$ cat config.mk
export PLATFORM = sky130hd
export DESIGN_NAME = tdc_cell
export DESIGN_NICKNAME = d
export VERILOG_FILES = /design/src/hw/rtl/tile_dominant_color_macros.svh /design/src/hw/rtl/tdc_pkg.sv /design/src/hw/rtl/tdc_cell.sv
export SDC_FILE = /design/constraint.sdc
export NUM_CORES = 1
export LEC_CHECK = 0
export CAP_MARGIN = 15
export CORE_MARGIN = 10
export CORE_UTILIZATION = 45
export CTS_BUF_LIST = sky130_fd_sc_hd__clkbuf_8
export CTS_CLUSTER_DIAMETER = 30
export DETAILED_ROUTE_END_ITERATION = 10
export DONT_BUFFER_PORTS = 1
export GPL_TIMING_DRIVEN = 0
export PLACE_DENSITY_LB_ADDON = 0.15
export SYNTH_ARGS = -nofsm -noshare
export SYNTH_HDL_FRONTEND = slang
export SYNTH_SLANG_ARGS = --single-unit
$ cat constraint.sdc
create_clock -name clock -period 3.65 [get_ports clock]
set_clock_uncertainty 0.2 [all_clocks]
set_input_delay 0.73 -clock clock [delete_from_list [all_inputs] [get_ports clock]]
set_output_delay 0.73 -clock clock [all_outputs]
set_load 0.05 [all_outputs]
$ cat src/hw/rtl/tile_dominant_color_macros.svh
// assertion macros for the tile dominant colour block
`ifndef TILE_DOMINANT_COLOR_MACROS_SVH
`define TILE_DOMINANT_COLOR_MACROS_SVH

`ifndef SYNTH
`define TDC_ASSERT_SAME(lbl, clk, rst, ante, cons) \
   lbl: assert property (@(posedge clk) disable iff (rst) (ante) |-> (cons)) \
      else $error("tdc assertion failed");
`define TDC_ASSERT_NEXT(lbl, clk, rst, ante, cons) \
   lbl: assert property (@(posedge clk) disable iff (rst) (ante) |=> (cons)) \
      else $error("tdc assertion failed");
`else
`define TDC_ASSERT_SAME(lbl, clk, rst, ante, cons)
`define TDC_ASSERT_NEXT(lbl, clk, rst, ante, cons)
`endif

`endif

$ cat src/hw/rtl/tdc_pkg.sv
// shared types and constants of the tile dominant colour block
package tdc_pkg;

   localparam int COLOR_W = 32;
   localparam int COUNT_W = 7;
   localparam logic [COUNT_W-1:0] COUNT_MAX = 7'd127;
   localparam logic [COUNT_W-1:0] COUNT_ONE = 7'd1;

   typedef struct packed {
      logic               valid;
      logic               skip;
      logic               last;
      logic [COLOR_W-1:0] color;
      logic               hit;
      logic [COUNT_W-1:0] count;
   } word_type;

endpackage

$ cat src/hw/rtl/tdc_cell.sv
// one table entry of the colour chain: match, claim, count and clear
module tdc_cell
   import tdc_pkg::*;
#(
   parameter int IDX_W = 6,
   parameter int INDEX = 0
) (
   input  logic             clock,
   input  logic             reset,
   input  word_type         word_i,
   input  logic [IDX_W-1:0] slot_i,
   output word_type         word_o,
   output logic [IDX_W-1:0] slot_o
);

   word_type           word_ff, word_in;
   logic [IDX_W-1:0]   slot_ff, slot_in;
   logic               valid_ff, valid_in;
   logic [COLOR_W-1:0] color_ff, color_in;
   logic [COUNT_W-1:0] count_ff, count_in;
   logic               use_word;

   always_comb begin
      word_in  = word_i;
      slot_in  = slot_i;
      valid_in = valid_ff;
      color_in = color_ff;
      count_in = count_ff;
      use_word = word_i.valid && !word_i.skip && !word_i.hit;
      if (use_word) begin
         if (valid_ff && (color_ff == word_i.color)) begin
            count_in      = (count_ff == COUNT_MAX) ? count_ff : count_ff + COUNT_ONE;
            word_in.hit   = 1'b1;
            word_in.count = count_in;
            slot_in       = IDX_W'(INDEX);
         end else if (!valid_ff) begin
            valid_in      = 1'b1;
            color_in      = word_i.color;
            count_in      = COUNT_ONE;
            word_in.hit   = 1'b1;
            word_in.count = COUNT_ONE;
            slot_in       = IDX_W'(INDEX);
         end
      end
      // end of tile empties the entry once this word has passed
      if (word_i.valid && word_i.last) begin
         valid_in = 1'b0;
      end
   end

   always_ff @(posedge clock) begin
      if (reset) begin
         valid_ff      <= 1'b0;
         word_ff.valid <= 1'b0;
      end else begin
         valid_ff      <= valid_in;
         word_ff.valid <= word_in.valid;
      end
      word_ff.skip  <= word_in.skip;
      word_ff.last  <= word_in.last;
      word_ff.color <= word_in.color;
      word_ff.hit   <= word_in.hit;
      word_ff.count <= word_in.count;
      slot_ff       <= slot_in;
      color_ff      <= color_in;
      count_ff      <= count_in;
   end

   assign word_o = word_ff;
   assign slot_o = slot_ff;

endmodule

==> results by group <==
Power and ir drop
  – Clock power share: between 40% and 50%
  – VDD IR max: 0.305 mV
  – Comb pwr share: 2.8%
  – Psw: between 500 and 600 uW
  – Seq pwr share: approximately 57%
  – Sw Ratio: between 20% and 30%
  – PwrDens: a little over 600 nW/um^2
  – Pint: 1.63 mW
  – Leak: 1.27 nW

Global route
  – Met3 Use GR: around 6.9%
  – Grt met1 use: roughly an eighth
  – Pin count of the biggest net entering global routing: 33
  – Number of global-route vias before repair: between 1500 and 2000
  – Met2 usage: between 10% and 20%
  – GRT Max-Usage Layer: met2
  – Global Route Usage Sum: about 12%
  – Initial antenna violation count: 0
  – First-pass GRT wire length: between 9000 and 10000 um
  – GRT Residual Overflow: 0

Hold path
  – Hold Crit Depth: 0
  – HP Class: in2reg

Outcome
  – Outcome: completed

Clocking
  – TritonCTS clock tree: done
  – TritonCTS Buffers: 9
  – Longest Clk Path Bufs: 2
  – Clk Tree Root Cell: clkbuf_8
  – Hold_buf cts: 0
  – Quantity of gates resized following cts: 0
  – CTS sink count: 89
  – Worst skew pair latency: 0.35 ns
  – H-tree depth: 3
  – Clock transition at path regs: about 0.090 ns
  – Post-CTS Setup Bufs: 0

Logic synthesis
  – Synth warn: 0
  – Synth cell types: 37
  – Post-synthesis register bit count: 89
  – Largest family of logic cells by synthesized area: simple AND/OR/NAND/NOR gates
  – Syn Area/Cell: between 10 and 15 um^2
  – Gate Count Post-Synth: roughly 210
  – Simple-Gate Fraction of Synth Area: a little under an eighth
  – Mux contribution to synthesized area: less than 1%
  – Syn_nets: around 260
  – Synth Area in XOR/XNOR: a little under a tenth
  – Compound-Gate Fraction of Synth Area: about 6.5%
  – Synthesized area: about 3100 um^2
  – Sequential fraction of the synthesis area: between 70% and 80%
  – Adder-cell share of the synthesized area: less than 1%

Drt
  – TritonRoute pass-1 iters: 4
  – # DRC: 0
  – Routed len/inst: between 20 and 25 um
  – DRT Wirelength: ~6300 um
  – Initial DRC count: 48
  – Antenna Nets Post-Route: 0
  – Vias after detailed routing: 1636
  – DR vias/cell: approximately 5.3

Worst setup path
  – Slowest stage delay, CP: 0.63 ns
  – CP max FO: 7
  – Arr. time, crit path: 2.39 ns
  – CP startpoint kind: flip-flop
  – Crit-path cells: xor2_1, nor4_2, and4_4, nand2_4, a21oi_1
  – Crit-path slowest cell: a21oi_1
  – Buffers & Inverters on Critical Path: 0
  – CP top delay family: simple AND/OR/NAND/NOR gates
  – WP depth: 5
  – CP Capture Type: flip-flop
  – Critical Path RT: about 3.4 ns
  – FF-to-FF path depth: 5
  – CP Class: reg2reg

Placed design
  – I/O Buffers: 0
  – Area after DPL: 3190 um^2
  – DP HPWL: between 4000 and 5000 um
  – Placed insts: ~290
  – Setup slack at placement: 0.670 ns
  – Routability Congestion: 0.799

Layout
  – Area grow syn2layout: 12.1%
  – Final instance area: approximately 3500 um^2
  – Layout cells sized above 1: between 10% and 20%
  – Ant. Diodes: 0
  – Final cell count without fillers: 307
  – Net count, final: between 200 and 300

Timing
  – Post-route setup slack: ~1.0 ns
  – Max-slew violations: 0
  – Worst-margin pin slew: just under 1 ns
  – Fmax: ~380 MHz
  – Worst hold slack: roughly 0.20 ns
  – Max_slew headroom: about a third
  – Endpoints failing setup: 0
  – RSZ-0062 raised after global routing: no
  – Fin crit share: approximately 70%
  – Post-layout min period: roughly 2.6 ns
  – Final hold vios: 0

Floorplan
  – Full die area: about 11000 um^2
  – DIE HEIGHT: a little over 100 um
  – Area of the core: 6720 um^2
  – Io pins: 100
  – Die extent in x: a little over 100 um
  – Row Count: 30
  – Starting density of the core: approximately 46%

Flow run
  – Max-cap violations: 0
## metrics by stage
| stage | total power, mW | TNS (ns) | util (%) |
|---|---|---|---|
| 2_1_floorplan | 1.28 | 0 | - |
| 3_5_place_dp | 1.30 | 0 | 47.5 |
| 6_report | 2.14 | 0 | 51.4 |
| 5_1_grt | 2.21 | 0 | 51.4 |
| 3_3_place_gp | 1.30 | -9.17 | 47.4 |
| 4_1_cts | 2.16 | 0 | 51.4 |
## placed cells by master (no fill, tap or decap), types with 3 or more instances in the layout
cell type   n
nand4_1     3
nor4_2      8
xor2_1     33
nand3_1     5
dfxtp_1    50
clkbuf_1    3
and3_1      4
o21ai_0     3
edfxtp_1   39
nor2_1      3
clkbuf_8    9
o211ai_1    6
a21boi_0    6
bufinv_16   4
nor3_1      4
nand2_1    14
## power groups by stage
stage	Sequential [mW]	Clock, mW	Combinational, mW
after floorplan	1.23	0	0.0493
after global routing	1.22	0.925	0.0674
after CTS	1.22	0.882	0.0605
final	1.22	0.861	0.0595
after detailed placement	1.24	0	0.0603
after global placement	1.24	0	0.0569
## sequential cells by signal, indices dropped and copies added (netlist names)
signal / flops
word_o: 43
color_ff: 32
count_ff: 7
slot_o: 6
valid_ff: 1
## cell type report
cell class              count  area [um^2]
flip-flops and latches     89         2170
fillers                   566         3260
well taps                  80          100
multi-input cells         116          893
plain buffers               4         16.3
clock inverters             7          141
clock buffers               9          124
inverters                   2         7.51
## synth_stat cells, drive strengths merged
master / instances / area, um^2
dfxtp: 50 / 1000
edfxtp: 39 / 1170
xor2: 33 / 289
nand2: 15 / 63.8
nor4: 8 / 100
a21boi: 6 / 45.0
o211ai: 6 / 45.0
nand3: 5 / 25.0
nand4: 5 / 43.8
nor2: 5 / 26.3
and3: 4 / 25.0
nor3: 4 / 20.0
o21ai: 4 / 23.8
clkbuf: 3 / 11.3
a21oi: 2 / 10.0
and4: 2 / 22.5
inv: 2 / 7.51
o21a: 2 / 15.0
o311ai: 2 / 17.5
a21o: 1 / 7.51
a221o: 1 / 10.0
a221oi: 1 / 8.76
a311oi: 1 / 8.76
buf: 1 / 5.00
ha: 1 / 12.5
mux2: 1 / 11.3
mux2i: 1 / 10.0
nor2b: 1 / 6.26
nor3b: 1 / 7.51
o211a: 1 / 10.0
or2: 1 / 6.26
or3: 1 / 6.26
or3b: 1 / 8.76
## metal layers
layer  vias up  part of all wire, %
met4         0                  1.3
li1        787                    -
met3         6                  9.4
met2        51                   52
met5         -                    0
met1       792                   37
## cells by family after synthesis
| logic type | Yosys count |
|---|---|
| flip-flops | 89 |
| multiplexers | 2 |
| XOR/XNOR | 33 |
| adder cells (fa/ha/maj) | 1 |
| AND/OR/NAND/NOR | 53 |
| AO/OA/AOI/OAI | 27 |
| buffers and inverters | 6 |
## worst paths after layout
path / start / to / slack, ns
hold reg to reg: count_ff[6]$_SDFFCE_PN0P_ / count_ff[6]$_SDFFCE_PN0P_ / 0.44
setup / recovery: color_ff[16]$_DFFE_PP_ / count_ff[1]$_SDFFCE_PN0P_ / 1.04
hold / removal: word_i[22] / word_o[22]$_DFF_P_ / 0.20
setup reg to reg: color_ff[16]$_DFFE_PP_ / count_ff[1]$_SDFFCE_PN0P_ / 1.04
## worst register-to-register path, cell delays in order, from the launching register on
cell	delay [ns]
edfxtp_1	0.38
xor2_1	0.16
nor4_2	0.44
and4_4	0.36
nand2_4	0.08
a21oi_1	0.64
Note: power is estimated with default switching activity, not from simulation.
