[src/hw/rtl/tile_dominant_color_macros.svh]
// assertion macros for the tile dominant colour block
`ifndef TILE_DOMINANT_COLOR_MACROS_SVH
`define TILE_DOMINANT_COLOR_MACROS_SVH

`ifndef SYNTH
`define TDC_ASSERT_SAME(lbl, clk, rst, ante, cons) \
   lbl: assert property (@(posedge clk) disable iff (rst) (ante) |-> (cons)) \
      else $error("tdc assertion failed");
`define TDC_ASSERT_NEXT(lbl, clk, rst, ante, cons) \
   lbl: assert property (@(posedge clk) disable iff (rst) (ante) |=> (cons)) \
      else $error("tdc assertion failed");
`else
`define TDC_ASSERT_SAME(lbl, clk, rst, ante, cons)
`define TDC_ASSERT_NEXT(lbl, clk, rst, ante, cons)
`endif

`endif

[src/hw/rtl/tdc_pkg.sv]
// shared types and constants of the tile dominant colour block
package tdc_pkg;

   localparam int COLOR_W = 32;
   localparam int COUNT_W = 7;
   localparam logic [COUNT_W-1:0] COUNT_MAX = 7'd127;
   localparam logic [COUNT_W-1:0] COUNT_ONE = 7'd1;

   typedef struct packed {
      logic               valid;
      logic               skip;
      logic               last;
      logic [COLOR_W-1:0] color;
      logic               hit;
      logic [COUNT_W-1:0] count;
   } word_type;

endpackage

[src/hw/rtl/tdc_leader.sv]
// leader tracking at the chain end and the registered result
module tdc_leader
   import tdc_pkg::*;
#(
   parameter int IDX_W = 6
) (
   input  logic               clock,
   input  logic               reset,
   input  word_type           word_i,
   input  logic [IDX_W-1:0]   slot_i,
   input  logic [COLOR_W-1:0] fallback_color,
   output logic               rsp_valid,
   output logic [COLOR_W-1:0] rsp_dominant_color,
   output logic [COUNT_W-1:0] rsp_dominant_count,
   output logic               rsp_used_fallback
);

   `include "tile_dominant_color_macros.svh"

   logic               lead_valid_ff, lead_valid_in;
   logic [IDX_W-1:0]   lead_idx_ff, lead_idx_in;
   logic [COUNT_W-1:0] lead_cnt_ff, lead_cnt_in;
   logic [COLOR_W-1:0] lead_color_ff, lead_color_in;
   logic               rsp_valid_ff, rsp_valid_in;
   logic [COLOR_W-1:0] rsp_color_ff, rsp_color_in;
   logic [COUNT_W-1:0] rsp_count_ff, rsp_count_in;
   logic               rsp_fallback_ff, rsp_fallback_in;

   always_comb begin
      lead_valid_in   = lead_valid_ff;
      lead_idx_in     = lead_idx_ff;
      lead_cnt_in     = lead_cnt_ff;
      lead_color_in   = lead_color_ff;
      rsp_valid_in    = 1'b0;
      rsp_color_in    = rsp_color_ff;
      rsp_count_in    = rsp_count_ff;
      rsp_fallback_in = rsp_fallback_ff;
      if (word_i.valid && !word_i.skip && word_i.hit) begin
         if (!lead_valid_ff || (word_i.count > lead_cnt_ff)) begin
            lead_valid_in = 1'b1;
            lead_idx_in   = slot_i;
            lead_cnt_in   = word_i.count;
            lead_color_in = word_i.color;
         end else if (slot_i == lead_idx_ff) begin
            lead_cnt_in = word_i.count;
         end
      end
      if (word_i.valid && word_i.last) begin
         rsp_valid_in = 1'b1;
         if (lead_valid_in) begin
            rsp_color_in    = lead_color_in;
            rsp_count_in    = lead_cnt_in;
            rsp_fallback_in = 1'b0;
         end else begin
            rsp_color_in    = fallback_color;
            rsp_count_in    = '0;
            rsp_fallback_in = 1'b1;
         end
         lead_valid_in = 1'b0;
         lead_idx_in   = '0;
      end
   end

   always_ff @(posedge clock) begin
      if (reset) begin
         lead_valid_ff <= 1'b0;
         lead_idx_ff   <= '0;
         rsp_valid_ff  <= 1'b0;
      end else begin
         lead_valid_ff <= lead_valid_in;
         lead_idx_ff   <= lead_idx_in;
         rsp_valid_ff  <= rsp_valid_in;
      end
      lead_cnt_ff     <= lead_cnt_in;
      lead_color_ff   <= lead_color_in;
      rsp_color_ff    <= rsp_color_in;
      rsp_count_ff    <= rsp_count_in;
      rsp_fallback_ff <= rsp_fallback_in;
   end

   assign rsp_valid          = rsp_valid_ff;
   assign rsp_dominant_color = rsp_color_ff;
   assign rsp_dominant_count = rsp_count_ff;
   assign rsp_used_fallback  = rsp_fallback_ff;

   `TDC_ASSERT_SAME(a_fallback_zero, clock, reset, rsp_valid_ff,
                    rsp_fallback_ff == (rsp_count_ff == '0))
   `TDC_ASSERT_SAME(a_cleared_after_rsp, clock, reset, rsp_valid_ff, !lead_valid_ff)
   `TDC_ASSERT_SAME(a_leader_counted, clock, reset, lead_valid_ff, lead_cnt_ff != '0)
   `TDC_ASSERT_NEXT(a_last_gives_rsp, clock, reset, word_i.valid && word_i.last,
                    rsp_valid_ff)

endmodule

[config.mk]
export PLATFORM = sky130hd
export DESIGN_NAME = tdc_leader
export DESIGN_NICKNAME = d
export VERILOG_FILES = /design/src/hw/rtl/tdc_pkg.sv /design/src/hw/rtl/tdc_leader.sv
export VERILOG_INCLUDE_DIRS = /design/src /design/src/hw/rtl
export SDC_FILE = /design/constraint.sdc
export NUM_CORES = 1
export LEC_CHECK = 0
export CAP_MARGIN = 20
export CORE_MARGIN = 5
export CORE_UTILIZATION = 63
export DETAILED_ROUTE_END_ITERATION = 16
export DONT_BUFFER_PORTS = 1
export MAX_ROUTING_LAYER = met4
export PLACE_DENSITY = 0.79
export SLEW_MARGIN = 20
export SYNTH_ARGS = -nofsm -noshare
export SYNTH_HDL_FRONTEND = slang
export SYNTH_SLANG_ARGS = --single-unit
[constraint.sdc]
create_clock -name clock -period 5.8 [get_ports clock]
set_clock_uncertainty 0.1 [all_clocks]
set_input_delay 1.16 -clock clock [delete_from_list [all_inputs] [get_ports clock]]
set_output_delay 1.16 -clock clock [all_outputs]
set_load 0.02 [all_outputs]
==> out/summary.txt <==
Most frequent cell after synthesis -> sky130_fd_sc_hd__nand2_1
Clock-pin slew on the worst setup and hold paths -> 80 ps
Max Fanout on Critical Path -> 33
Number of fill cells -> 475
Vias per cell -> 6.38
Starting density of the core -> 0.640
Critical path type -> in -> reg
Sum of internal, switching and leakage power -> 1.66 mW
PortBufs -> 0
TritonCTS clock tree -> done
Part of the total power dissipated in combinational logic -> 0.170
Capture instance of the worst register-to-register path -> lead_color_ff[15]
Clock buffer depth -> 2
Share of async-settable or async-resettable flops after synthesis -> 0
Combined global-route utilization of all metal layers -> 0.226
Drt first pass iters -> 5
Hold EP -> lead_idx_ff[4]
Area occupied by registers -> 2140 sq um
Sum of negative setup slack -> 0 ps
H-tree levels -> 3
Flop2flop setup slack -> 2830 ps
Yosys top cell by area -> sky130_fd_sc_hd__edfxtp_1
# setup viols final -> 0
Internal Power -> 1.25 mW
Static power due to leakage -> 1.71 nW
Data arrival time at the worst-slack endpoint -> 3520 ps
Via count -> 2698
Core outline area -> 6240 sq um
Routed WL -> 8790 microns
Clock Root Buffer -> sky130_fd_sc_hd__clkbuf_8
Worst slew pin tran -> 1060 ps
DRC violation count after routing -> 0
Post-route fraction of the period consumed by the critical path -> 0.584
Area added between synthesis and finish -> 6.17%
Height of the die -> 89.6 microns
Antenna diode count -> 0
Clock network latency to the later pin of the worst-skew pair -> 350 ps
Critical path endpoint category -> flop
Min Tclk post-route -> 3390 ps
Sequential fraction of design power -> 0.519
I/O pin count -> 124
Classification of the worst-slack hold path -> reg -> reg
Worst Hold Launch -> lead_idx_ff[4]
Max-cap violations -> 0
Synthesized netlist net count -> 439
Post-DP Area -> 3980 sq um
Most common flop cell mapped by yosys -> sky130_fd_sc_hd__dfxtp_1
Proportion of synthesized chip area in sequential cells -> 0.537
Number of buffers added by the clock tree synthesis step -> 9
Buffers inserted during post-CTS setup optimization -> 0
VDD IR max -> 0.000213 V
Post-DP HPWL -> 5990 microns
Worst hold path depth -> 2
Hold bufs inserted after CTS -> 0
Biggest area contributors in the synthesized netlist -> sky130_fd_sc_hd__edfxtp_1 (30%), sky130_fd_sc_hd__dfxtp_1 (24%), sky130_fd_sc_hd__a221o_1 (8.0%)
Initial antenna violation count -> 0
Sw power -> 0.410 mW
Share of cells above drive strength 1 -> 0.182
Worst slack at placement -> 2070 ps
Violation count after the first detailed-routing iteration -> 178
Number of enable-type register cells in the synthesized netlist -> 40
Post-synth cell types -> 32
Die boundary width -> 89.6 microns
Final ANT Viol Nets -> 0
RD Place Congestion -> 0.753
Critical path required time -> 5940 ps
Wire length per cell after detailed routing -> 20.8 microns
Post-synthesis sequential element count -> 87
Total count of hold-check failures in the final report -> 0
Startpoint of the worst-slack reg-to-reg timing path -> lead_cnt_ff[6]
Num Clock Sinks -> 87
Part of the power in the clock network -> 0.312
Startpoint type of the worst setup path -> primary input
Via count of the first global-routing pass -> 2696
Synth Cell Area -> 3990 sq um
Setup repair after global routing missed its margin -> false
GRT Residual Overflow -> 0
Highest achievable clock rate -> 295 MHz
Switching power as a share of total power -> 0.247
Synthesized instance count -> 349
Normalized max-slew margin -> 0.295
Ratio of total power to cell area -> 391 nW/um^2
Minimum setup slack in the final design -> 2410 ps
Worst r2r path cells -> 8
Area of the die -> 8030 sq um
Max Transition Viols Final -> 0
Pin count of the biggest net entering global routing -> 44
Proportion of netlist area held by the largest area contributor -> 0.301
Nets -> 431
Most frequent cells after synthesis -> sky130_fd_sc_hd__nand2_1 (77), sky130_fd_sc_hd__dfxtp_1 (47), sky130_fd_sc_hd__edfxtp_1 (40)
Multi-input gate area in the final layout -> 1680 sq um
Synthesized area divided by synthesized cell count -> 11.4 sq um
Cell row count -> 29
Syn. warnings -> 0
Run status -> completed
Number of gates given a new drive strength after cts -> 0
Summed area of non-filler cells in the final layout -> 4240 sq um
First-pass GRT wire length -> 13200 microns
-- cell usage in the layout, fill, tap and decap left out, drive strengths merged, types with 2 or more instances in the layout --
master,n
nand2,77
dfxtp,47
edfxtp,40
mux2,39
a21oi,36
a221o,32
clkbuf,14
inv,7
a22o,7
ha,7
mux2i,6
buf,5
xor2,4
nor2,4
bufinv,3
nand3b,2
xnor2,2
nand4,2
and2,2
-- area by class of cell --
class	instances	area share
well taps	77	0.0227
clock inverters	3	0.0213
multi-input cells	230	0.396
clock buffers	13	0.0375
inverters	7	0.00620
flip-flops and latches	87	0.505
repair buffers	6	0.0106
-- sequential cells by signal (all words and copies together) (netlist names) --
name / cells
rsp_dominant_count: 7
rsp_dominant_color: 32
rsp_used_fallback: 1
rsp_valid: 1
lead_color_ff: 32
lead_cnt_ff: 7
lead_valid_ff: 1
lead_idx_ff: 6
-- worst max-delay path: stages --
cell	delay, ps
sky130_fd_sc_hd__ha_1	300
sky130_fd_sc_hd__a21oi_1	150
sky130_fd_sc_hd__o21ai_0	140
sky130_fd_sc_hd__o221a_2	510
sky130_fd_sc_hd__nor2_4	340
sky130_fd_sc_hd__buf_4	500
sky130_fd_sc_hd__mux2_2	390
-- routing by layer --
layer	vias up	share of wire	GRT usage	wire [microns]
li1	1270	-	-	-
met1	1297	0.37	0.255	3270
met2	110	0.52	0.368	4560
met3	21	0.089	0.0666	781
met4	0	0.021	0.110	181
met5	-	0	-	0
-- cells by family (layout without fill, tap and decap cells) --
group | count (synthesis) | count (layout) | share of synthesized area
fa+ha+maj | 7 | 7 | 0.0219
simple gates | 93 | 93 | 0.0962
flops | 87 | 87 | 0.537
compound gates | 79 | 79 | 0.150
buf+inv | 32 | 29 | 0.0442
xor+xnor | 6 | 6 | 0.0132
mux | 45 | 45 | 0.138
-- power groups by stage --
stage	registers (mW)	logic (mW)	clock network [mW]
finish	0.860	0.282	0.517
global route	0.875	0.310	0.552
CTS	0.860	0.283	0.521
detailed placement	0.874	0.280	0
global placement	0.866	0.263	0
floorplan	0.852	0.245	0
-- metrics by stage --
stage,hold WS [ps],cells,utilization
finish,381,423,0.679
floorplan,350,349,-
detailed placement,370,406,0.638
global route,405,423,0.679
CTS,389,422,0.678
global placement,357,406,0.638
-- worst max path at each step --
stage	endpoint	startpoint	cells past startpoint
floorplan	rsp_dominant_color[17]	word_i[6]	8
global placement	lead_color_ff[3]	word_i[6]	7
detailed placement	lead_color_ff[16]	word_i[6]	7
CTS	lead_color_ff[15]	word_i[6]	7
global route	lead_color_ff[2]	word_i[6]	7
finish	lead_color_ff[15]	word_i[6]	7
(Power assumes the default switching activity.)
